--- config.mk ---
export PLATFORM = sky130hd
export DESIGN_NAME = track_demux_frame_reformatter_flat
export DESIGN_NICKNAME = d
export VERILOG_FILES = /design/src/rtl/tdfr_pkg.sv /design/src/rtl/tdfr_if.sv /design/src/rtl/tdfr_front.sv /design/src/rtl/tdfr_fifo.sv /design/src/rtl/tdfr_hdr_calc.sv /design/src/rtl/tdfr_back.sv /design/src/rtl/track_demux_frame_reformatter.sv /design/src/flat_wrapper.sv
export SDC_FILE = /design/constraint.sdc
export NUM_CORES = 1
export LEC_CHECK = 0
export BUFFER_PORTS_ARGS = -buffer_cell sky130_fd_sc_hd__buf_2
export CAP_MARGIN = 15
export CORE_ASPECT_RATIO = 1.25
export CORE_UTILIZATION = 60
export CTS_BUF_LIST = sky130_fd_sc_hd__clkbuf_16
export DETAILED_ROUTE_END_ITERATION = 8
export PLACE_DENSITY = 0.77
export RECOVER_POWER = 50
export SETUP_SLACK_MARGIN = 0.1
export SLEW_MARGIN = 5
export SYNTH_ARGS = -nofsm -noshare
export SYNTH_HDL_FRONTEND = slang
export SYNTH_HIERARCHICAL = 1
export SYNTH_SLANG_ARGS = --single-unit
--- constraint.sdc ---
create_clock -name clk -period 8.18 [get_ports clk]
set_input_delay 0.409 -clock clk [delete_from_list [all_inputs] [get_ports clk]]
set_output_delay 0.409 -clock clk [all_outputs]
set_load 0.01 [all_outputs]
--- src/rtl/tdfr_pkg.sv ---
package tdfr_pkg;

    // Frame geometry
    localparam int DISK_FRAME_WORDS    = 2500;
    localparam int HEADER_REGION_WORDS = 160;
    localparam int FRAME_OUT_WORDS     = 20000;
    localparam int HDR_WORDS           = 4;

    localparam int POS_W  = $clog2(FRAME_OUT_WORDS);
    localparam int WDF_W  = $clog2(DISK_FRAME_WORDS);
    localparam int HCNT_W = $clog2(HDR_WORDS);

    // Field widths
    localparam int WORD_W     = 32;
    localparam int FPS_W      = 14;
    localparam int DAY_W      = 10;
    localparam int SEC_W      = 17;
    localparam int FRAC_W     = 14;
    localparam int FRAC_NUM_W = 28;

    localparam int CFG_IDX_W  = 3;
    localparam int CFG_DATA_W = 17;

    localparam int QUEUE_DEPTH = 2;

    // Marker words
    localparam logic [WORD_W-1:0] SYNC_MARK    = 32'habaddeed;
    localparam logic [WORD_W-1:0] INVALID_MARK = 32'h11223344;
    localparam logic [WORD_W-1:0] HDR1_BASE    = 32'hbead0000;
    localparam logic [WORD_W-1:0] HDR1_KEEP    = 32'hffff8000;

    localparam logic [FRAC_W-1:0] FRAC_SCALE = 14'd10000;
    localparam logic [FRAC_W-1:0] FRAC_MAX   = 14'd9999;

    typedef enum logic [CFG_IDX_W-1:0] {
        REG_TRACK_MODE = 3'd0,
        REG_FPS        = 3'd1,
        REG_DAY        = 3'd2,
        REG_START_SEC  = 3'd3
    } cfg_reg_t;

    typedef struct packed {
        logic              track_mode;
        logic [FPS_W-1:0]  frames_per_second;
        logic [DAY_W-1:0]  day_code;
        logic [SEC_W-1:0]  start_second;
    } cfg_t;

    // One queued item: one data word, or two for a 64-track pair
    typedef struct packed {
        logic [WORD_W-1:0] word0;
        logic [WORD_W-1:0] word1;
        logic              pair;
    } queue_entry_t;

    typedef struct packed {
        logic                  start;
        logic [FRAC_NUM_W-1:0] frac_num;
        logic [FPS_W-1:0]      frac_den;
        logic [DAY_W-1:0]      day_code;
        logic [SEC_W-1:0]      seconds;
    } prep_req_t;

    typedef struct packed {
        logic              done;
        logic [WORD_W-1:0] time_word;
        logic [WORD_W-1:0] frac_word;
    } hdr_fields_t;

    typedef enum logic [1:0] {
        BK_CHECK,
        BK_PREP,
        BK_HDR,
        BK_DATA
    } back_state_t;

    typedef enum logic [2:0] {
        PR_IDLE,
        PR_DIV,
        PR_SAT,
        PR_BCD,
        PR_DONE
    } prep_state_t;

    // Track-to-sample bit maps
    typedef logic [4:0] track_index_t;
    typedef track_index_t track_map_t [16];

    localparam track_map_t SRC32_LO = '{5'd0, 5'd8, 5'd4, 5'd12, 5'd16, 5'd24, 5'd20, 5'd28,
                                        5'd1, 5'd9, 5'd5, 5'd13, 5'd17, 5'd25, 5'd21, 5'd29};
    localparam track_map_t SRC32_HI = '{5'd2, 5'd10, 5'd6, 5'd14, 5'd18, 5'd26, 5'd22, 5'd30,
                                        5'd3, 5'd11, 5'd7, 5'd15, 5'd19, 5'd27, 5'd23, 5'd31};
    localparam track_map_t SRC64_S0 = '{5'd0, 5'd8, 5'd4, 5'd12, 5'd16, 5'd20, 5'd24, 5'd28,
                                        5'd1, 5'd5, 5'd9, 5'd13, 5'd17, 5'd21, 5'd25, 5'd29};
    localparam track_map_t SRC64_S1 = '{5'd2, 5'd10, 5'd6, 5'd14, 5'd18, 5'd22, 5'd26, 5'd30,
                                        5'd3, 5'd7, 5'd11, 5'd15, 5'd19, 5'd23, 5'd27, 5'd31};

endpackage

--- src/rtl/tdfr_if.sv ---
interface tdfr_in_if;
    logic        valid;
    logic        ready;
    logic [31:0] data_word;

    modport source (output valid, output data_word, input ready);
    modport sink   (input valid, input data_word, output ready);
endinterface

interface tdfr_out_if;
    logic        valid;
    logic        ready;
    logic [31:0] out_word;
    logic        is_header;
    logic        last;

    modport source (output valid, output out_word, output is_header, output last, input ready);
    modport sink   (input valid, input out_word, input is_header, input last, output ready);
endinterface

--- src/rtl/tdfr_front.sv ---
module tdfr_front (
    input  logic                   clk,
    input  logic                   rst_n,
    tdfr_in_if.sink                in_ch,
    input  logic                   track_mode,
    input  logic                   q_full,
    output logic                   q_push,
    output tdfr_pkg::queue_entry_t q_entry
);
    import tdfr_pkg::*;

    logic [POS_W-1:0]  pos_reg, pos_next, pos_adv;
    logic [WORD_W-1:0] held_reg, held_next;
    logic              half_reg, half_next;
    logic              accept;
    logic              invalid;

    function automatic logic [15:0] gather16(input logic [WORD_W-1:0] w, input track_map_t src);
        logic [15:0] r;
        for (int i = 0; i < 16; i++)
            r[i] = w[src[i]];
        return r;
    endfunction

    assign in_ch.ready = !q_full;
    assign accept      = in_ch.valid && in_ch.ready;
    assign invalid     = pos_reg < POS_W'(HEADER_REGION_WORDS);
    assign pos_adv     = (pos_reg == POS_W'(FRAME_OUT_WORDS - 1)) ? '0 : pos_reg + 1'b1;

    always_comb
    begin
        q_push    = 1'b0;
        pos_next  = pos_reg;
        held_next = held_reg;
        half_next = half_reg;
        q_entry.pair  = track_mode;
        q_entry.word0 = {gather16(in_ch.data_word, SRC32_HI), gather16(in_ch.data_word, SRC32_LO)};
        q_entry.word1 = {gather16(in_ch.data_word, SRC64_S1), gather16(held_reg, SRC64_S1)};
        if (track_mode)
            q_entry.word0 = {gather16(in_ch.data_word, SRC64_S0), gather16(held_reg, SRC64_S0)};
        if (invalid)
        begin
            q_entry.word0 = INVALID_MARK;
            q_entry.word1 = INVALID_MARK;
        end
        if (accept)
        begin
            priority if (!track_mode)
            begin
                half_next = 1'b0;
                q_push    = 1'b1;
                pos_next  = pos_adv;
            end
            else if (!half_reg)
            begin
                // even word of a pair: hold it
                held_next = in_ch.data_word;
                half_next = 1'b1;
            end
            else
            begin
                half_next = 1'b0;
                q_push    = 1'b1;
                pos_next  = pos_adv;
            end
        end
    end

    always_ff @(posedge clk or negedge rst_n)
    begin
        if (!rst_n)
        begin
            pos_reg  <= '0;
            half_reg <= 1'b0;
        end
        else
        begin
            pos_reg  <= pos_next;
            half_reg <= half_next;
        end
    end

    always_ff @(posedge clk)
    begin
        held_reg <= held_next;
    end

endmodule

--- src/rtl/tdfr_fifo.sv ---
module tdfr_fifo (
    input  logic                   clk,
    input  logic                   rst_n,
    input  logic                   push,
    input  tdfr_pkg::queue_entry_t push_entry,
    output logic                   full,
    input  logic                   pop,
    output logic                   q_valid,
    output tdfr_pkg::queue_entry_t head
);
    import tdfr_pkg::*;

    localparam int PTR_W = (QUEUE_DEPTH > 1) ? $clog2(QUEUE_DEPTH) : 1;
    localparam int CNT_W = $clog2(QUEUE_DEPTH + 1);

    queue_entry_t     slot_reg [QUEUE_DEPTH];
    logic [PTR_W-1:0] wr_ptr_reg, rd_ptr_reg;
    logic [CNT_W-1:0] count_reg;

    function automatic logic [PTR_W-1:0] ptr_inc(input logic [PTR_W-1:0] p);
        return (p == PTR_W'(QUEUE_DEPTH - 1)) ? '0 : p + 1'b1;
    endfunction

    assign full    = count_reg == CNT_W'(QUEUE_DEPTH);
    assign q_valid = count_reg != '0;
    assign head    = slot_reg[rd_ptr_reg];

    always_ff @(posedge clk or negedge rst_n)
    begin
        if (!rst_n)
        begin
            wr_ptr_reg <= '0;
            rd_ptr_reg <= '0;
            count_reg  <= '0;
        end
        else
        begin
            if (push)
                wr_ptr_reg <= ptr_inc(wr_ptr_reg);
            if (pop)
                rd_ptr_reg <= ptr_inc(rd_ptr_reg);
            if (push && !pop)
                count_reg <= count_reg + 1'b1;
            else if (pop && !push)
                count_reg <= count_reg - 1'b1;
        end
    end

    always_ff @(posedge clk)
    begin
        if (push)
            slot_reg[wr_ptr_reg] <= push_entry;
    end

    a_no_overflow: assert property (@(posedge clk) disable iff (!rst_n) push |-> !full)
        else $error("queue push while full");
    a_no_underflow: assert property (@(posedge clk) disable iff (!rst_n) pop |-> q_valid)
        else $error("queue pop while empty");

endmodule

--- src/rtl/tdfr_hdr_calc.sv ---
module tdfr_hdr_calc (
    input  logic                  clk,
    input  logic                  rst_n,
    input  tdfr_pkg::prep_req_t   req,
    output tdfr_pkg::hdr_fields_t fields
);
    import tdfr_pkg::*;

    localparam int DIV_STEPS = FRAC_NUM_W;
    localparam int BCD_STEPS = SEC_W;
    localparam int CNT_W     = $clog2(DIV_STEPS);

    prep_state_t state_reg, state_next;

    logic [CNT_W-1:0]      cnt_reg;
    logic [FRAC_NUM_W-1:0] num_reg;
    logic [FPS_W-1:0]      den_reg;
    logic [FPS_W-1:0]      rem_reg;
    logic [SEC_W-1:0]      sec_sh_reg, day_sh_reg, frac_sh_reg;
    logic [23:0]           bcd_sec_reg;
    logic [15:0]           bcd_day_reg, bcd_frac_reg;

    logic                  load, div_step, sat_step, bcd_step;
    logic [FPS_W:0]        rem_sh, rem_sub;
    logic                  ge;
    logic [FRAC_W-1:0]     frac_val;
    logic [23:0]           sec_adj, day_adj, frac_adj;

    function automatic logic [23:0] bcd_adjust(input logic [23:0] d);
        logic [23:0] r;
        for (int i = 0; i < 6; i++)
            r[i*4 +: 4] = (d[i*4 +: 4] >= 4'd5) ? d[i*4 +: 4] + 4'd3 : d[i*4 +: 4];
        return r;
    endfunction

    // next state
    always_comb
    begin
        state_next = state_reg;
        unique case (state_reg)
            PR_IDLE, PR_DONE:
                if (req.start)
                    state_next = PR_DIV;
            PR_DIV:
                if (cnt_reg == CNT_W'(DIV_STEPS - 1))
                    state_next = PR_SAT;
            PR_SAT:
                state_next = PR_BCD;
            PR_BCD:
                if (cnt_reg == CNT_W'(BCD_STEPS - 1))
                    state_next = PR_DONE;
            default:
                state_next = PR_IDLE;
        endcase
    end

    // control outputs
    always_comb
    begin
        load     = req.start && (state_reg == PR_IDLE || state_reg == PR_DONE);
        div_step = state_reg == PR_DIV;
        sat_step = state_reg == PR_SAT;
        bcd_step = state_reg == PR_BCD;
    end

    // restoring divide, one quotient bit per cycle
    assign rem_sh  = {rem_reg, num_reg[FRAC_NUM_W-1]};
    assign ge      = rem_sh >= {1'b0, den_reg};
    assign rem_sub = rem_sh - {1'b0, den_reg};

    always_comb
    begin
        if (den_reg == '0)
            frac_val = '0;
        else if (num_reg > FRAC_NUM_W'(FRAC_MAX))
            frac_val = FRAC_MAX;
        else
            frac_val = num_reg[FRAC_W-1:0];
    end

    assign sec_adj  = bcd_adjust(bcd_sec_reg);
    assign day_adj  = bcd_adjust({8'b0, bcd_day_reg});
    assign frac_adj = bcd_adjust({8'b0, bcd_frac_reg});

    always_ff @(posedge clk or negedge rst_n)
    begin
        if (!rst_n)
        begin
            state_reg <= PR_IDLE;
            cnt_reg   <= '0;
        end
        else
        begin
            state_reg <= state_next;
            if (load || sat_step || (div_step && cnt_reg == CNT_W'(DIV_STEPS - 1)))
                cnt_reg <= '0;
            else if (div_step || bcd_step)
                cnt_reg <= cnt_reg + 1'b1;
        end
    end

    always_ff @(posedge clk)
    begin
        if (load)
        begin
            num_reg    <= req.frac_num;
            den_reg    <= req.frac_den;
            rem_reg    <= '0;
            sec_sh_reg <= req.seconds;
            day_sh_reg <= {{(SEC_W - DAY_W){1'b0}}, req.day_code};
        end
        else if (div_step)
        begin
            num_reg <= {num_reg[FRAC_NUM_W-2:0], ge};
            rem_reg <= ge ? rem_sub[FPS_W-1:0] : rem_sh[FPS_W-1:0];
        end
        else if (sat_step)
        begin
            frac_sh_reg  <= {{(SEC_W - FRAC_W){1'b0}}, frac_val};
            bcd_sec_reg  <= '0;
            bcd_day_reg  <= '0;
            bcd_frac_reg <= '0;
        end
        else if (bcd_step)
        begin
            // shift-add-3, MSB first; all three values padded to the same length
            bcd_sec_reg  <= {sec_adj[22:0], sec_sh_reg[SEC_W-1]};
            bcd_day_reg  <= {day_adj[14:0], day_sh_reg[SEC_W-1]};
            bcd_frac_reg <= {frac_adj[14:0], frac_sh_reg[SEC_W-1]};
            sec_sh_reg   <= {sec_sh_reg[SEC_W-2:0], 1'b0};
            day_sh_reg   <= {day_sh_reg[SEC_W-2:0], 1'b0};
            frac_sh_reg  <= {frac_sh_reg[SEC_W-2:0], 1'b0};
        end
    end

    assign fields.done      = state_reg == PR_DONE;
    assign fields.time_word = {bcd_day_reg[11:0], 20'b0} | {8'b0, bcd_sec_reg};
    assign fields.frac_word = {bcd_frac_reg, 16'b0};

    a_start_when_free: assert property (@(posedge clk) disable iff (!rst_n)
        req.start |-> (state_reg == PR_IDLE || state_reg == PR_DONE))
        else $error("header prep restarted while busy");

endmodule

--- src/rtl/tdfr_back.sv ---
module tdfr_back (
    input  logic                          clk,
    input  logic                          rst_n,
    input  logic                          q_valid,
    input  tdfr_pkg::queue_entry_t        q_head,
    output logic                          q_pop,
    input  tdfr_pkg::cfg_t                cfg,
    input  logic                          sec_load,
    input  logic [tdfr_pkg::SEC_W-1:0]    sec_value,
    output tdfr_pkg::prep_req_t           prep,
    input  tdfr_pkg::hdr_fields_t         hdr,
    tdfr_out_if.source                    out_ch
);
    import tdfr_pkg::*;

    back_state_t state_reg, state_next;

    logic                  sel_reg;
    logic [HCNT_W-1:0]     hcnt_reg;
    logic [WDF_W-1:0]      wdf_reg;
    logic [FPS_W-1:0]      fis_reg;
    logic [SEC_W-1:0]      sec_reg;
    logic [FRAC_NUM_W-1:0] num_reg;
    logic [FPS_W-1:0]      den_reg;

    logic                  out_valid_reg;
    logic [WORD_W-1:0]     out_word_reg;
    logic                  out_hdr_reg;
    logic                  out_last_reg;

    logic                  out_free;
    logic                  load_hdr, load_data, word_last;
    logic [WDF_W:0]        wdf_inc;
    logic                  frame_end;
    logic [FPS_W-1:0]      fis_inc, fis_new;
    logic                  roll;
    logic [WORD_W-1:0]     hdr_word;

    assign out_free = !out_valid_reg || out_ch.ready;

    // next state
    always_comb
    begin
        state_next = state_reg;
        unique case (state_reg)
            BK_CHECK:
                if (q_valid)
                    state_next = (wdf_reg == '0) ? BK_PREP : BK_DATA;
            BK_PREP:
                if (hdr.done)
                    state_next = BK_HDR;
            BK_HDR:
                if (out_free && hcnt_reg == HCNT_W'(HDR_WORDS - 1))
                    state_next = BK_DATA;
            BK_DATA:
                if (out_free)
                    state_next = BK_CHECK;
            default:
                state_next = BK_CHECK;
        endcase
    end

    // control outputs
    always_comb
    begin
        load_hdr   = (state_reg == BK_HDR) && out_free;
        load_data  = (state_reg == BK_DATA) && out_free;
        word_last  = !q_head.pair || sel_reg;
        q_pop      = load_data && word_last;
    end

    assign prep.start    = (state_reg == BK_CHECK) && q_valid && (wdf_reg == '0);
    assign prep.frac_num = num_reg;
    assign prep.frac_den = den_reg;
    assign prep.day_code = cfg.day_code;
    assign prep.seconds  = sec_reg;

    // disk frame bookkeeping
    assign wdf_inc   = {1'b0, wdf_reg} + 1'b1;
    assign frame_end = wdf_inc >= (WDF_W + 1)'(DISK_FRAME_WORDS);
    assign fis_inc   = fis_reg + 1'b1;
    assign roll      = fis_inc == cfg.frames_per_second;
    assign fis_new   = roll ? '0 : fis_inc;

    always_comb
    begin
        unique case (hcnt_reg)
            2'd0:    hdr_word = SYNC_MARK;
            2'd1:    hdr_word = (HDR1_BASE & HDR1_KEEP) | {{(WORD_W - FPS_W){1'b0}}, fis_reg};
            2'd2:    hdr_word = hdr.time_word;
            default: hdr_word = hdr.frac_word;
        endcase
    end

    always_ff @(posedge clk or negedge rst_n)
    begin
        if (!rst_n)
        begin
            state_reg     <= BK_CHECK;
            sel_reg       <= 1'b0;
            hcnt_reg      <= '0;
            wdf_reg       <= '0;
            fis_reg       <= '0;
            sec_reg       <= '0;
            num_reg       <= '0;
            den_reg       <= '0;
            out_valid_reg <= 1'b0;
        end
        else
        begin
            state_reg <= state_next;
            if (load_hdr || load_data)
                out_valid_reg <= 1'b1;
            else if (out_ch.ready)
                out_valid_reg <= 1'b0;

            if (load_hdr)
                hcnt_reg <= (hcnt_reg == HCNT_W'(HDR_WORDS - 1)) ? '0 : hcnt_reg + 1'b1;

            if (load_data)
            begin
                sel_reg <= !word_last;
                if (frame_end)
                begin
                    wdf_reg <= '0;
                    fis_reg <= fis_new;
                    num_reg <= {{(FRAC_NUM_W - FPS_W){1'b0}}, fis_new}
                             * {{(FRAC_NUM_W - FRAC_W){1'b0}}, FRAC_SCALE};
                    den_reg <= cfg.frames_per_second;
                    if (roll)
                        sec_reg <= sec_reg + 1'b1;
                end
                else
                    wdf_reg <= wdf_inc[WDF_W-1:0];
            end

            if (sec_load)
                sec_reg <= sec_value;
        end
    end

    always_ff @(posedge clk)
    begin
        if (load_hdr)
        begin
            out_word_reg <= hdr_word;
            out_hdr_reg  <= 1'b1;
            out_last_reg <= 1'b0;
        end
        else if (load_data)
        begin
            out_word_reg <= sel_reg ? q_head.word1 : q_head.word0;
            out_hdr_reg  <= 1'b0;
            out_last_reg <= word_last;
        end
    end

    assign out_ch.valid     = out_valid_reg;
    assign out_ch.out_word  = out_word_reg;
    assign out_ch.is_header = out_hdr_reg;
    assign out_ch.last      = out_last_reg;

    a_hdr_not_last: assert property (@(posedge clk) disable iff (!rst_n)
        out_valid_reg && out_hdr_reg |-> !out_last_reg)
        else $error("header word flagged as last");
    a_wdf_range: assert property (@(posedge clk) disable iff (!rst_n)
        {1'b0, wdf_reg} < (WDF_W + 1)'(DISK_FRAME_WORDS))
        else $error("disk frame word count out of range");
    a_hdr_ready: assert property (@(posedge clk) disable iff (!rst_n)
        load_hdr |-> hdr.done)
        else $error("header word sent before header fields were ready");

endmodule

--- src/rtl/track_demux_frame_reformatter.sv ---
// Data path: a completed group is queued, then the back end moves each output word through its
//   check and data states into the output register; before each disk frame it first prepares
//   the header fields (28-step divide, saturate, 17-step BCD) and then sends 4 header words.
// The back-end fetch/emit sequencer handles one output data word at a time and stalls while
//   out_ch is not ready; in 64-track mode each word pair gives two output words, and a header
//   comes ahead of every 2500 data words.
// Reset: rst_n is asynchronous, active low; config registers return to their defaults
//   and all counters, the queue and the output stage clear. No clearing pass is needed.
module track_demux_frame_reformatter (
    input  logic                            clk,
    input  logic                            rst_n,
    tdfr_in_if.sink                         in_ch,
    tdfr_out_if.source                      out_ch,
    input  logic                            cfg_we,
    input  logic [tdfr_pkg::CFG_IDX_W-1:0]  cfg_index,
    input  logic [tdfr_pkg::CFG_DATA_W-1:0] cfg_data
);
    import tdfr_pkg::*;

    // Configuration registers. A write to start_second also reloads the
    // running second count held in the back end.
    cfg_t         cfg_reg;
    logic         sec_load;

    // Front -> queue -> back
    logic         q_push, q_full, q_pop, q_valid;
    queue_entry_t q_in, q_head;

    // Back <-> header field unit
    prep_req_t    prep;
    hdr_fields_t  hdr;

    assign sec_load = cfg_we && (cfg_index == REG_START_SEC);

    always_ff @(posedge clk or negedge rst_n)
    begin
        if (!rst_n)
        begin
            cfg_reg.track_mode        <= 1'b0;
            cfg_reg.frames_per_second <= 14'd6400;
            cfg_reg.day_code          <= '0;
            cfg_reg.start_second      <= '0;
        end
        else if (cfg_we)
        begin
            unique case (cfg_index)
                REG_TRACK_MODE: cfg_reg.track_mode        <= cfg_data[0];
                REG_FPS:        cfg_reg.frames_per_second <= cfg_data[FPS_W-1:0];
                REG_DAY:        cfg_reg.day_code          <= cfg_data[DAY_W-1:0];
                REG_START_SEC:  cfg_reg.start_second      <= cfg_data[SEC_W-1:0];
                default:        ;   // unknown index: ignored
            endcase
        end
    end

    // Front end: takes one recorder word per transfer, permutes tracks into
    // samples, swaps in the invalid marker inside the header region, and
    // queues one data word (32-track) or a word pair (64-track, on the odd word).
    tdfr_front u_front (
        .clk        (clk),
        .rst_n      (rst_n),
        .in_ch      (in_ch),
        .track_mode (cfg_reg.track_mode),
        .q_full     (q_full),
        .q_push     (q_push),
        .q_entry    (q_in)
    );

    // Short queue so the front keeps taking transfers, until the queue is full, while the back is busy
    // with a header or a stalled output.
    tdfr_fifo u_fifo (
        .clk        (clk),
        .rst_n      (rst_n),
        .push       (q_push),
        .push_entry (q_in),
        .full       (q_full),
        .pop        (q_pop),
        .q_valid    (q_valid),
        .head       (q_head)
    );

    // Header fields: fraction of second by serial divide, then BCD of day,
    // second and fraction, computed just before each disk frame header.
    tdfr_hdr_calc u_hdr_calc (
        .clk    (clk),
        .rst_n  (rst_n),
        .req    (prep),
        .fields (hdr)
    );

    // Back end: inserts the four-word header ahead of each disk frame, sends
    // data words through the output register and keeps the frame/second counts.
    tdfr_back u_back (
        .clk       (clk),
        .rst_n     (rst_n),
        .q_valid   (q_valid),
        .q_head    (q_head),
        .q_pop     (q_pop),
        .cfg       (cfg_reg),
        .sec_load  (sec_load),
        .sec_value (cfg_data[SEC_W-1:0]),
        .prep      (prep),
        .hdr       (hdr),
        .out_ch    (out_ch)
    );

endmodule
--- src/flat_wrapper.sv ---
// flat-port wrapper written by rule: the top's interface ports become plain ports
module track_demux_frame_reformatter_flat import tdfr_pkg::*;
  (clk, rst_n, cfg_we, cfg_index, cfg_data, in_ch_valid, in_ch_data_word, in_ch_ready, out_ch_valid, out_ch_out_word, out_ch_is_header, out_ch_last, out_ch_ready);
  tdfr_in_if in_ch_i ();
  tdfr_out_if out_ch_i ();
  input  logic clk;
  input  logic rst_n;
  input  logic cfg_we;
  input  logic [tdfr_pkg::CFG_IDX_W-1:0] cfg_index;
  input  logic [tdfr_pkg::CFG_DATA_W-1:0] cfg_data;
  input wire logic [$bits(in_ch_i.valid)-1:0] in_ch_valid;
  input wire logic [$bits(in_ch_i.data_word)-1:0] in_ch_data_word;
  output wire logic [$bits(in_ch_i.ready)-1:0] in_ch_ready;
  output wire logic [$bits(out_ch_i.valid)-1:0] out_ch_valid;
  output wire logic [$bits(out_ch_i.out_word)-1:0] out_ch_out_word;
  output wire logic [$bits(out_ch_i.is_header)-1:0] out_ch_is_header;
  output wire logic [$bits(out_ch_i.last)-1:0] out_ch_last;
  input wire logic [$bits(out_ch_i.ready)-1:0] out_ch_ready;
  assign in_ch_i.valid = in_ch_valid;
  assign in_ch_i.data_word = in_ch_data_word;
  assign in_ch_ready = in_ch_i.ready;
  assign out_ch_valid = out_ch_i.valid;
  assign out_ch_out_word = out_ch_i.out_word;
  assign out_ch_is_header = out_ch_i.is_header;
  assign out_ch_last = out_ch_i.last;
  assign out_ch_i.ready = out_ch_ready;
  track_demux_frame_reformatter u_core (.clk(clk), .rst_n(rst_n), .in_ch(in_ch_i), .out_ch(out_ch_i), .cfg_we(cfg_we), .cfg_index(cfg_index), .cfg_data(cfg_data));
endmodule
==> reports/qor.json, run 1 <==
{
  "status": {"value": "complete, but fails checks"},
  "violations_in_the_final_reports": {"value": "capacitance limit, slew limit"},
  "largest_net_degree_at_the_start_of_global_routing": {"value": 85},
  "power_density": {"value": 317, "unit": "mW/mm^2"},
  "hold_violation_total_from_the_final_report": {"value": 0},
  "synth_area": {"value": 0.0276, "unit": "sq mm"},
  "grt_use_met1": {"value": 35.3, "unit": "%"},
  "final_non_filler_cell_area": {"value": 0.0297, "unit": "sq mm"},
  "groute.usage.overall": {"value": 27.9, "unit": "%"},
  "first_global_vias": {"value": 19400},
  "layoutNonFillerInstCount": {"value": 3168},
  "die-width": {"value": 194, "unit": "um"},
  "design.final.nets": {"value": 2757},
  "crit_type": {"value": "register to register"},
  "antenna_violations_before_repair": {"value": 0},
  "yosysWarnings": {"value": 6},
  "post_cts_buffers": {"value": 0},
  "fp.dieArea": {"value": 0.0468, "unit": "sq mm"},
  "placed_cell_area": {"value": 0.0279, "unit": "sq mm"},
  "max_cap_violations": {"value": 7},
  "antennaDiodeCount": {"value": 0},
  "routedWlPerCell": {"value": 20.4, "unit": "um"},
  "grt_setup_unrepaired": {"value": "false"},
  "finalWeightedCongestion": {"value": 0.894},
  "vias": {"value": 19300},
  "total_power": {"value": 9.42, "unit": "mW"},
  "routed_via_density": {"value": 6.08},
  "n_fill_cell": {"value": 3369},
  "crit_path_end_kind": {"value": "register"},
  "final.setup_skew": {"value": 0.0537, "unit": "ns"},
  "largest_register_ffs": {"value": 130},
  "worst-path-max-fanout": {"value": 40},
  "groute.layer.met3.usage": {"value": 3.39, "unit": "%"},
  "cts_repair_resize_count": {"value": 0},
  "tritoncts": {"value": "yes"},
  "cts_made_buffers": {"value": 49},
  "dieHeight": {"value": 242, "unit": "um"},
  "final_antenna_net_count": {"value": 0},
  "clk_pin_slew_worst_paths": {"value": 0.06, "unit": "ns"},
  "post-place-cells": {"value": 3051},
  "ios": {"value": 93},
  "fp.coreArea": {"value": 0.0452, "unit": "sq mm"},
  "global_route_overflow": {"value": 0},
  "syn2layout_area_growth": {"value": 7.63, "unit": "%"},
  "timing.critical_path.arrival": {"value": 7.91, "unit": "ns"},
  "setup-violations-final": {"value": 0},
  "report.final.slew_viol_count": {"value": 371},
  "initial_utilization": {"value": 61.0, "unit": "%"},
  "cts_num_sinks": {"value": 491},
  "drt_iter0_drc": {"value": 1506},
  "grt_first_pass_wirelength": {"value": 104000, "unit": "um"},
  "max_clock_freq": {"value": 134, "unit": "MHz"},
  "routed_wl": {"value": 64600, "unit": "um"},
  "fin_crit_sh": {"value": 91.2, "unit": "%"},
  "power.static_leakage": {"value": 12.0, "unit": "nW"},
  "timing.hold.worst.class": {"value": "input port to register"},
  "dpl.hpwl": {"value": 43000, "unit": "um"},
  "fp-row-count": {"value": 87},
  "groute.layer.met2.usage": {"value": 49.9, "unit": "%"},
  "drt_pre_antenna_iters": {"value": 5},
  "top_usage_layer": {"value": "met2"},
  "fin_tns_setup": {"value": 0, "unit": "ns"},
  "required": {"value": 8.63, "unit": "ns"},
  "clk-insertion-delay-late": {"value": 0.64, "unit": "ns"},
  "worstMarginPinSlew": {"value": 4.90, "unit": "ns"},
  "remaining_drc_errors": {"value": 0},
  "layout_cell_share_with_drive_strength_beyond_1": {"value": 10.8, "unit": "%"},
  "port_buffers": {"value": 92},
  "cts-root-to-sink-buffers": {"value": 3},
  "clock_tree.htree_level_count": {"value": 2},
  "synth.avg_cell_area": {"value": 10.9, "unit": "sq um"},
  "hold_slack": {"value": 0.0266, "unit": "ns"},
  "finalWorstPathRequiredPeriod": {"value": 7.46, "unit": "ns"},
  "worst_slew_margin_rel": {"value": -227, "unit": "%"},
  "post_synth_inst_count": {"value": 2540},
  "irDropWorstVdd": {"value": 291, "unit": "uV"},
  "clockRootBuffer": {"value": "clkbuf_16"},
  "start_kind": {"value": "register"}
}
-- timing repair --
| item | in CTS | in global routing |
|---|---|---|
| endpoints found under the setup margin | 0 | 0 |
| hold buffers | 23 | 0 |
| hold endpoints to repair | 102 | 0 |
-- metal layers --
layer	part of all wire [%]	wire, um	up-vias
met2	52	33400	646
li1	-	-	9039
met1	40	26100	9481
met5	0	0	-
met4	2.5	1600	0
met3	5.2	3360	109
-- worst paths after layout --
check	from	endpoint	slack, ns	cells after the start
min in group asynchronous	rst_n	u_core/u_back/wdf_reg[0]	2.08	2
max in group asynchronous	rst_n	u_core/cfg_reg[41]	2.61	3
setup / recovery	u_core/u_back/fis_reg[5]	u_core/u_back/num_reg[26]	0.72	23
hold reg to reg	u_core/u_back/den_reg[13]	u_core/u_hdr_calc/den_reg[13]	0.45	0
hold / removal	cfg_data[11]	u_core/cfg_reg[38]	0.03	2
setup reg to reg	u_core/u_back/fis_reg[5]	u_core/u_back/num_reg[26]	0.72	23
-- worst max-delay path, cell delays in order, from the launching register on --
cell and delay, ns:
dfrtp_1 0.68, nand4_2 0.33, nor3_2 0.35, xnor2_1 0.17
a2111oi_0 0.59, nand3_1 0.18, nor3_2 0.15, buf_4 0.35
nor2_1 0.20, fa_1 0.49, ha_1 0.28, ha_1 0.28
ha_1 0.30, inv_1 0.05, fa_1 0.50, inv_1 0.05
ha_1 0.35, and3_1 0.19, a221oi_1 0.41, a311oi_1 0.29
a221o_1 0.47, a2111o_1 0.41, o311ai_0 0.08, o21ai_0 0.12
-- metrics by stage --
step	worst slack [ns]	util, %
after floorplan	1.47	-
after global placement	0.973	61.8
after detailed placement	0.795	61.8
after CTS	0.764	66.0
after global routing	0.117	65.7
final	0.723	65.7
-- final cells by class --
type                    instances  area (sq um)  area share [%]
flip-flops and latches        491         13800            46.7
multi-input cells            1722         12100            40.8
clock buffers                  51          1280            4.30
repair buffers                139           787            2.65
well taps                     578           723            2.44
inverters                     146           548            1.85
clock inverters                41           384            1.29
-- cell usage in the layout, fill, tap and decap left out, drive strengths merged, types with 24 or more instances in the layout --
| cell type | count |
|---|---|
| clkinv | 25 |
| nand3 | 47 |
| mux2i | 76 |
| o21ai | 96 |
| dfrtp | 133 |
| nor3 | 39 |
| edfxtp | 332 |
| xor2 | 36 |
| fa | 29 |
| clkbuf | 126 |
| nand2 | 360 |
| mux2 | 97 |
| nand2b | 36 |
| o31ai | 24 |
| a22oi | 26 |
| ha | 122 |
| buf | 41 |
| nand4 | 29 |
| inv | 155 |
| nor4 | 32 |
| a21oi | 117 |
| and2 | 37 |
| nor2 | 156 |
| xnor2 | 43 |
-- power by group --
| group | internal [mW] | switching (mW) | leakage, nW | total, mW |
|---|---|---|---|---|
| clock | 1.23 | 1.05 | 0.809 | 2.29 |
| sequential | 3.63 | 0.533 | 4.84 | 4.17 |
| combinational | 1.14 | 1.82 | 6.37 | 2.97 |
| total | 6.01 | 3.41 | 12.0 | 9.42 |
(Power assumes the default switching activity.)
==> inputs of run 2 (changes only) <==
--- a/config.mk
+++ b/config.mk
@@ -7,7 +7,7 @@
 export LEC_CHECK = 0
 export BUFFER_PORTS_ARGS = -buffer_cell sky130_fd_sc_hd__buf_2
 export CAP_MARGIN = 15
-export CORE_ASPECT_RATIO = 1.25
+export CORE_ASPECT_RATIO = 1.2
 export CORE_UTILIZATION = 60
 export CTS_BUF_LIST = sky130_fd_sc_hd__clkbuf_16
 export DETAILED_ROUTE_END_ITERATION = 8
==> reports/qor.json, run 2 (same netlist as run 1, synthesis figures left out) <==
{
  "status": {"value": "complete, but fails checks"},
  "violations_in_the_final_reports": {"value": "capacitance limit, slew limit"},
  "timing.hold.worst.class": {"value": "input port to register"},
  "design.final.nets": {"value": 2764},
  "power.static_leakage": {"value": 12.0, "unit": "nW"},
  "r2r_slack": {"value": 0.76, "unit": "ns"},
  "setup-violations-final": {"value": 0},
  "share_clk_of_total_power": {"value": 23.3, "unit": "%"},
  "clk-insertion-delay-late": {"value": 0.62, "unit": "ns"},
  "fp-row-count": {"value": 85},
  "max_cap_violations": {"value": 8},
  "grt_setup_unrepaired": {"value": "false"},
  "setup_ws": {"value": 0.758, "unit": "ns"},
  "cts_repair_resize_count": {"value": 0},
  "ios": {"value": 93},
  "clockRootBuffer": {"value": "clkbuf_16"},
  "cts_made_buffers": {"value": 48},
  "vias": {"value": 19300},
  "final_antenna_net_count": {"value": 0},
  "critPathTopFamily": {"value": "adder cells"},
  "tritoncts": {"value": "yes"},
  "cts_hold_buf": {"value": 26},
  "timing.critical_path.slowest_stage_cell": {"value": "a311oi_1"},
  "dieHeight": {"value": 237, "unit": "um"},
  "timing.critical_path.arrival": {"value": 7.88, "unit": "ns"},
  "power_switching": {"value": 3.34, "unit": "mW"},
  "post_cts_buffers": {"value": 0},
  "crit_path_frequent_cell": {"value": "ha_1"},
  "start_kind": {"value": "register"},
  "max_clock_freq": {"value": 135, "unit": "MHz"},
  "routedWlPerCell": {"value": 19.5, "unit": "um"},
  "drt_pre_antenna_iters": {"value": 6},
  "worst-path-max-fanout": {"value": 27},
  "regToRegEndpoint": {"value": "u_core/u_back/num_reg[26]"},
  "syn2layout_area_growth": {"value": 7.56, "unit": "%"},
  "drt_iter0_drc": {"value": 1613},
  "die-width": {"value": 198, "unit": "um"},
  "required": {"value": 8.64, "unit": "ns"},
  "fin_crit_sh": {"value": 90.7, "unit": "%"},
  "cp_num_buf_inv": {"value": 5},
  "worstMarginPinSlew": {"value": 3.99, "unit": "ns"},
  "min_delay_worst_endpoint": {"value": "u_core/cfg_reg[40]"},
  "power_switching_share": {"value": 36.0, "unit": "%"},
  "min_path_cells": {"value": 2},
  "antenna_violations_before_repair": {"value": 0},
  "hold_path.startpoint": {"value": "cfg_data[13]"},
  "finalWeightedCongestion": {"value": 0.864},
  "fp.dieArea": {"value": 0.0468, "unit": "sq mm"},
  "hold_violation_total_from_the_final_report": {"value": 0},
  "critical-path-max-stage-delay": {"value": 0.60, "unit": "ns"},
  "clock_tree.htree_level_count": {"value": 2},
  "worst_slew_margin_rel": {"value": -166, "unit": "%"},
  "cts-root-to-sink-buffers": {"value": 3},
  "remaining_drc_errors": {"value": 0},
  "largest_net_degree_at_the_start_of_global_routing": {"value": 81},
  "seqPwrFrac": {"value": 44.7, "unit": "%"},
  "dpl.hpwl": {"value": 42500, "unit": "um"},
  "fin_tns_setup": {"value": 0, "unit": "ns"},
  "antennaDiodeCount": {"value": 0},
  "port_buffers": {"value": 92},
  "fp.coreArea": {"value": 0.0451, "unit": "sq mm"},
  "crit-reg2reg-launch": {"value": "u_core/u_back/fis_reg[0]"},
  "final.setup_skew": {"value": 0.0344, "unit": "ns"},
  "r2r.worst_path.cells": {"value": 25},
  "irDropWorstVdd": {"value": 280, "unit": "uV"},
  "final_common_cell": {"value": "nand2_1"},
  "final_cell_mix": {"value": "nand2_1 (358), edfxtp_1 (332), nor2_1 (155)"},
  "power_density": {"value": 313, "unit": "mW/mm^2"},
  "clk_pin_slew_worst_paths": {"value": 0.07, "unit": "ns"},
  "initial_utilization": {"value": 61.1, "unit": "%"},
  "detailedPlace.worstSlack": {"value": 0.796, "unit": "ns"},
  "first_global_vias": {"value": 18600},
  "routed_via_density": {"value": 6.02},
  "routed_wl": {"value": 62400, "unit": "um"},
  "cts_num_sinks": {"value": 491},
  "grt_first_pass_wirelength": {"value": 99000, "unit": "um"},
  "cellInternalPower": {"value": 5.94, "unit": "mW"},
  "crit_path_end_kind": {"value": "register"},
  "power_frac_comb": {"value": 32.1, "unit": "%"},
  "groute.usage.overall": {"value": 26.8, "unit": "%"},
  "hold_slack": {"value": 0.0662, "unit": "ns"},
  "final_non_filler_cell_area": {"value": 0.0296, "unit": "sq mm"},
  "report.final.slew_viol_count": {"value": 425},
  "crit_type": {"value": "register to register"},
  "finalWorstPathRequiredPeriod": {"value": 7.42, "unit": "ns"},
  "placed_cell_area": {"value": 0.0280, "unit": "sq mm"},
  "layout_cell_share_with_drive_strength_beyond_1": {"value": 10.4, "unit": "%"},
  "global_route_overflow": {"value": 0},
  "largest_register_ffs": {"value": 130}
}
[run 2: changes by cell type in the layout (fill, tap and decap cells not counted), sizes merged]
cell / previous run / this run
dlygate4sd3: 23 / 26
clkinv: 25 / 18
clkinvlp: 5 / 8
clkbuf: 126 / 124
buf: 41 / 45
inv: 155 / 157
[run 2: cell type report]
| type | count | area, sq um |
|---|---|---|
| Clock inverter | 39 | 345 |
| Multi-Input combinational cell | 1722 | 12100 |
| Inverter | 146 | 548 |
| Fill cell | 3489 | 15400 |
| Clock buffer | 48 | 1200 |
| Sequential cell | 491 | 13800 |
| Tap cell | 609 | 762 |
| Timing Repair Buffer | 147 | 850 |
[run 2: power groups by stage]
stage	Combinational (mW)	Clock (mW)	Sequential [mW]
3_3_place_gp	2.83	0	4.12
3_5_place_dp	2.92	0	4.16
4_1_cts	2.96	2.19	4.12
2_1_floorplan	2.32	0	4.00
6_report	2.98	2.16	4.14
5_1_grt	3.25	2.29	4.22
[run 2: worst max-delay path by stage]
stage / from / to / slack (ns) / depth (start not counted)
CTS: u_core/u_back/fis_reg[0] / u_core/u_back/num_reg[26] / 0.79 / 24
detailed placement: u_core/u_back/fis_reg[0] / u_core/u_back/num_reg[26] / 0.80 / 24
global placement: u_core/u_back/fis_reg[0] / u_core/u_back/num_reg[26] / 1.05 / 25
global route: u_core/u_back/fis_reg[0] / u_core/u_back/num_reg[26] / 0.15 / 25
floorplan: u_core/u_back/fis_reg[0] / u_core/u_back/num_reg[26] / 1.47 / 25
finish: u_core/u_back/fis_reg[0] / u_core/u_back/num_reg[26] / 0.76 / 25
[run 2: worst reg2reg max path, cell delays in order (launching register included)]
cell	delay (ns)
dfrtp_1	0.51
ha_1	0.38
nand4_1	0.31
nor3_1	0.43
xnor2_1	0.24
o2111ai_1	0.24
buf_4	0.20
nor3_2	0.07
buf_4	0.20
or2_2	0.31
fa_1	0.55
inv_1	0.05
ha_1	0.29
fa_1	0.50
ha_1	0.29
inv_1	0.05
fa_1	0.50
inv_1	0.05
ha_1	0.32
o21ai_0	0.14
nor3b_1	0.16
a311oi_1	0.60
a221o_1	0.34
nand2_1	0.08
o311ai_0	0.38
o21ai_0	0.12
[run 2: metal layers]
metal | wire [um] | up-vias | GRT usage (%)
met4 | 1580 | 0 | 8.60
met3 | 3360 | 80 | 3.26
met1 | 25800 | 9527 | 35.0
met2 | 31600 | 625 | 46.4
li1 | - | 9046 | -
met5 | 0 | - | 0
[run 2: through the flow]
stage	utilization, %	std cells	total power, mW
after floorplan	-	2558	6.32
after global placement	62.1	3087	6.95
after detailed placement	62.1	3087	7.08
after CTS	66.1	3200	9.26
after global routing	65.7	3202	9.76
final	65.7	3202	9.28
==> inputs of run 3 (changes only) <==
--- a/config.mk
+++ b/config.mk
@@ -11,6 +11,7 @@
 export CORE_UTILIZATION = 60
 export CTS_BUF_LIST = sky130_fd_sc_hd__clkbuf_16
 export DETAILED_ROUTE_END_ITERATION = 8
+export HOLD_SLACK_MARGIN = 0.12
 export PLACE_DENSITY = 0.77
 export RECOVER_POWER = 50
 export SETUP_SLACK_MARGIN = 0.1
==> reports/qor.json, run 3 (same netlist as run 1, synthesis figures left out) <==
{
  "design.final.nets": {"value": 2781},
  "tritoncts": {"value": "yes"},
  "dieHeight": {"value": 237, "unit": "um"},
  "cts_repair_resize_count": {"value": 0},
  "finalWeightedCongestion": {"value": 0.864},
  "report.final.slew_viol_count": {"value": 425},
  "max_clock_freq": {"value": 135, "unit": "MHz"},
  "initial_utilization": {"value": 61.1, "unit": "%"},
  "critical-path-max-stage-delay": {"value": 0.60, "unit": "ns"},
  "violations_in_the_final_reports": {"value": "capacitance limit, slew limit"},
  "power.static_leakage": {"value": 12.1, "unit": "nW"},
  "routed_wl": {"value": 62900, "unit": "um"},
  "ios": {"value": 93},
  "start_kind": {"value": "register"},
  "drt_iter0_drc": {"value": 1669},
  "port_buffers": {"value": 92},
  "clock_tree.htree_level_count": {"value": 2},
  "final.setup_skew": {"value": 0.0323, "unit": "ns"},
  "status": {"value": "complete, but fails checks"},
  "timing.hold.worst.class": {"value": "input port to register"},
  "r2r_slack": {"value": 0.76, "unit": "ns"},
  "largest_register_ffs": {"value": 130},
  "required": {"value": 8.64, "unit": "ns"},
  "cts_made_buffers": {"value": 48},
  "fp-row-count": {"value": 85},
  "fin_tns_setup": {"value": 0, "unit": "ns"},
  "fin_crit_sh": {"value": 90.8, "unit": "%"},
  "final_common_cell": {"value": "nand2_1"},
  "finalWorstPathRequiredPeriod": {"value": 7.42, "unit": "ns"},
  "global_route_overflow": {"value": 0},
  "routed_via_density": {"value": 6.02},
  "drt_pre_antenna_iters": {"value": 6},
  "clockRootBuffer": {"value": "clkbuf_16"},
  "clk_pin_slew_worst_paths": {"value": 0.07, "unit": "ns"},
  "fp.dieArea": {"value": 0.0468, "unit": "sq mm"},
  "clk-insertion-delay-late": {"value": 0.62, "unit": "ns"},
  "total_power": {"value": 9.28, "unit": "mW"},
  "timing.critical_path.arrival": {"value": 7.88, "unit": "ns"},
  "max_cap_violations": {"value": 8},
  "irDropWorstVdd": {"value": 279, "unit": "uV"},
  "antenna_violations_before_repair": {"value": 0},
  "post_cts_buffers": {"value": 0},
  "crit_path_end_kind": {"value": "register"},
  "remaining_drc_errors": {"value": 0},
  "groute.usage.overall": {"value": 27.1, "unit": "%"},
  "worst-path-max-fanout": {"value": 27},
  "worst_slew_margin_rel": {"value": -165, "unit": "%"},
  "final_cell_mix": {"value": "nand2_1 (358), edfxtp_1 (332), nor2_1 (155)"},
  "power_density": {"value": 311, "unit": "mW/mm^2"},
  "first_global_vias": {"value": 18700},
  "vias": {"value": 19400},
  "grt_setup_unrepaired": {"value": "false"},
  "layout_cell_share_with_drive_strength_beyond_1": {"value": 10.3, "unit": "%"},
  "routedWlPerCell": {"value": 19.6, "unit": "um"},
  "die-width": {"value": 198, "unit": "um"},
  "grt_first_pass_wirelength": {"value": 99800, "unit": "um"},
  "cts-root-to-sink-buffers": {"value": 3},
  "dpl.hpwl": {"value": 42500, "unit": "um"},
  "fp.coreArea": {"value": 0.0451, "unit": "sq mm"},
  "antennaDiodeCount": {"value": 0},
  "worstMarginPinSlew": {"value": 3.98, "unit": "ns"},
  "syn2layout_area_growth": {"value": 8.18, "unit": "%"},
  "crit_path_frequent_cell": {"value": "ha_1"},
  "setup-violations-final": {"value": 0},
  "timing.critical_path.slowest_stage_cell": {"value": "a311oi_1"},
  "hold_violation_total_from_the_final_report": {"value": 0},
  "final_antenna_net_count": {"value": 0},
  "largest_net_degree_at_the_start_of_global_routing": {"value": 81},
  "crit_type": {"value": "register to register"},
  "cts_num_sinks": {"value": 491}
}
[run 3: cell types whose count changed in the layout (fill, tap and decap cells not counted)]
cell	change
dlygate4sd3_1	+17
[run 3: worst paths after layout]
kind,from,end,cells after the start
min reg2reg,u_core/u_back/den_reg[6],u_core/u_hdr_calc/den_reg[6],0
max reg2reg,u_core/u_back/fis_reg[0],u_core/u_back/num_reg[26],25
max,u_core/u_back/fis_reg[0],u_core/u_back/num_reg[26],25
max in group asynchronous,rst_n,u_core/cfg_reg[41],3
min in group asynchronous,rst_n,u_core/u_front/pos_reg[14],2
min,cfg_data[6],u_core/cfg_reg[23],2
[run 3: per-stage QoR]
step / util, % / instance area [sq um] / hold WS, ns / worst slack (ns) / std cells
finish: 66.1 / 29800 / 0.139 / 0.756 / 3219
CTS: 66.4 / 30000 / 0.122 / 0.789 / 3217
global route: 66.1 / 29800 / 0.133 / 0.150 / 3219
floorplan: - / 27600 / 0.113 / 1.47 / 2558
detailed placement: 62.1 / 28000 / 0.434 / 0.796 / 3087
global placement: 62.1 / 28000 / 0.430 / 1.05 / 3087
[run 3: power by group]
group / total, mW / switching, mW / leakage (nW) / internal (mW)
Combinational: 2.98 / 1.83 / 6.48 / 1.15
Sequential: 4.14 / 0.512 / 4.84 / 3.63
Clock: 2.16 / 0.999 / 0.757 / 1.16
[run 3: repair_timing]
action                                  in CTS  in global routing
endpoints found under the setup margin       0                  0
hold endpoints to repair                   130                  0
hold buffers                                43                  0
[run 3: worst max-delay path, delay by kind of cell (launching register included)]
kind,cells,cell delay (ns)
AO/OA/AOI/OAI,6,1.81
XOR/XNOR,1,0.23
adder cells (fa/ha/maj),7,2.82
buffers and inverters,5,0.55
flip-flops,1,0.52
AND/OR/NAND/NOR,6,1.36
[run 3: routing by layer]
metal | vias to the layer above | share of wire, % | global-route usage [%]
li1 | 9073 | - | -
met1 | 9585 | 41 | 35.3
met2 | 627 | 51 | 46.6
met3 | 91 | 5.5 | 3.38
met4 | 0 | 2.8 | 9.16
met5 | - | 0 | 0
[run 3: cell type report]
class	count	area, sq um
well taps	609	762
fillers	3474	15300
flip-flops and latches	491	13800
repair buffers	164	1020
clock buffers	48	1200
clock inverters	39	345
multi-input cells	1722	12100
inverters	146	548
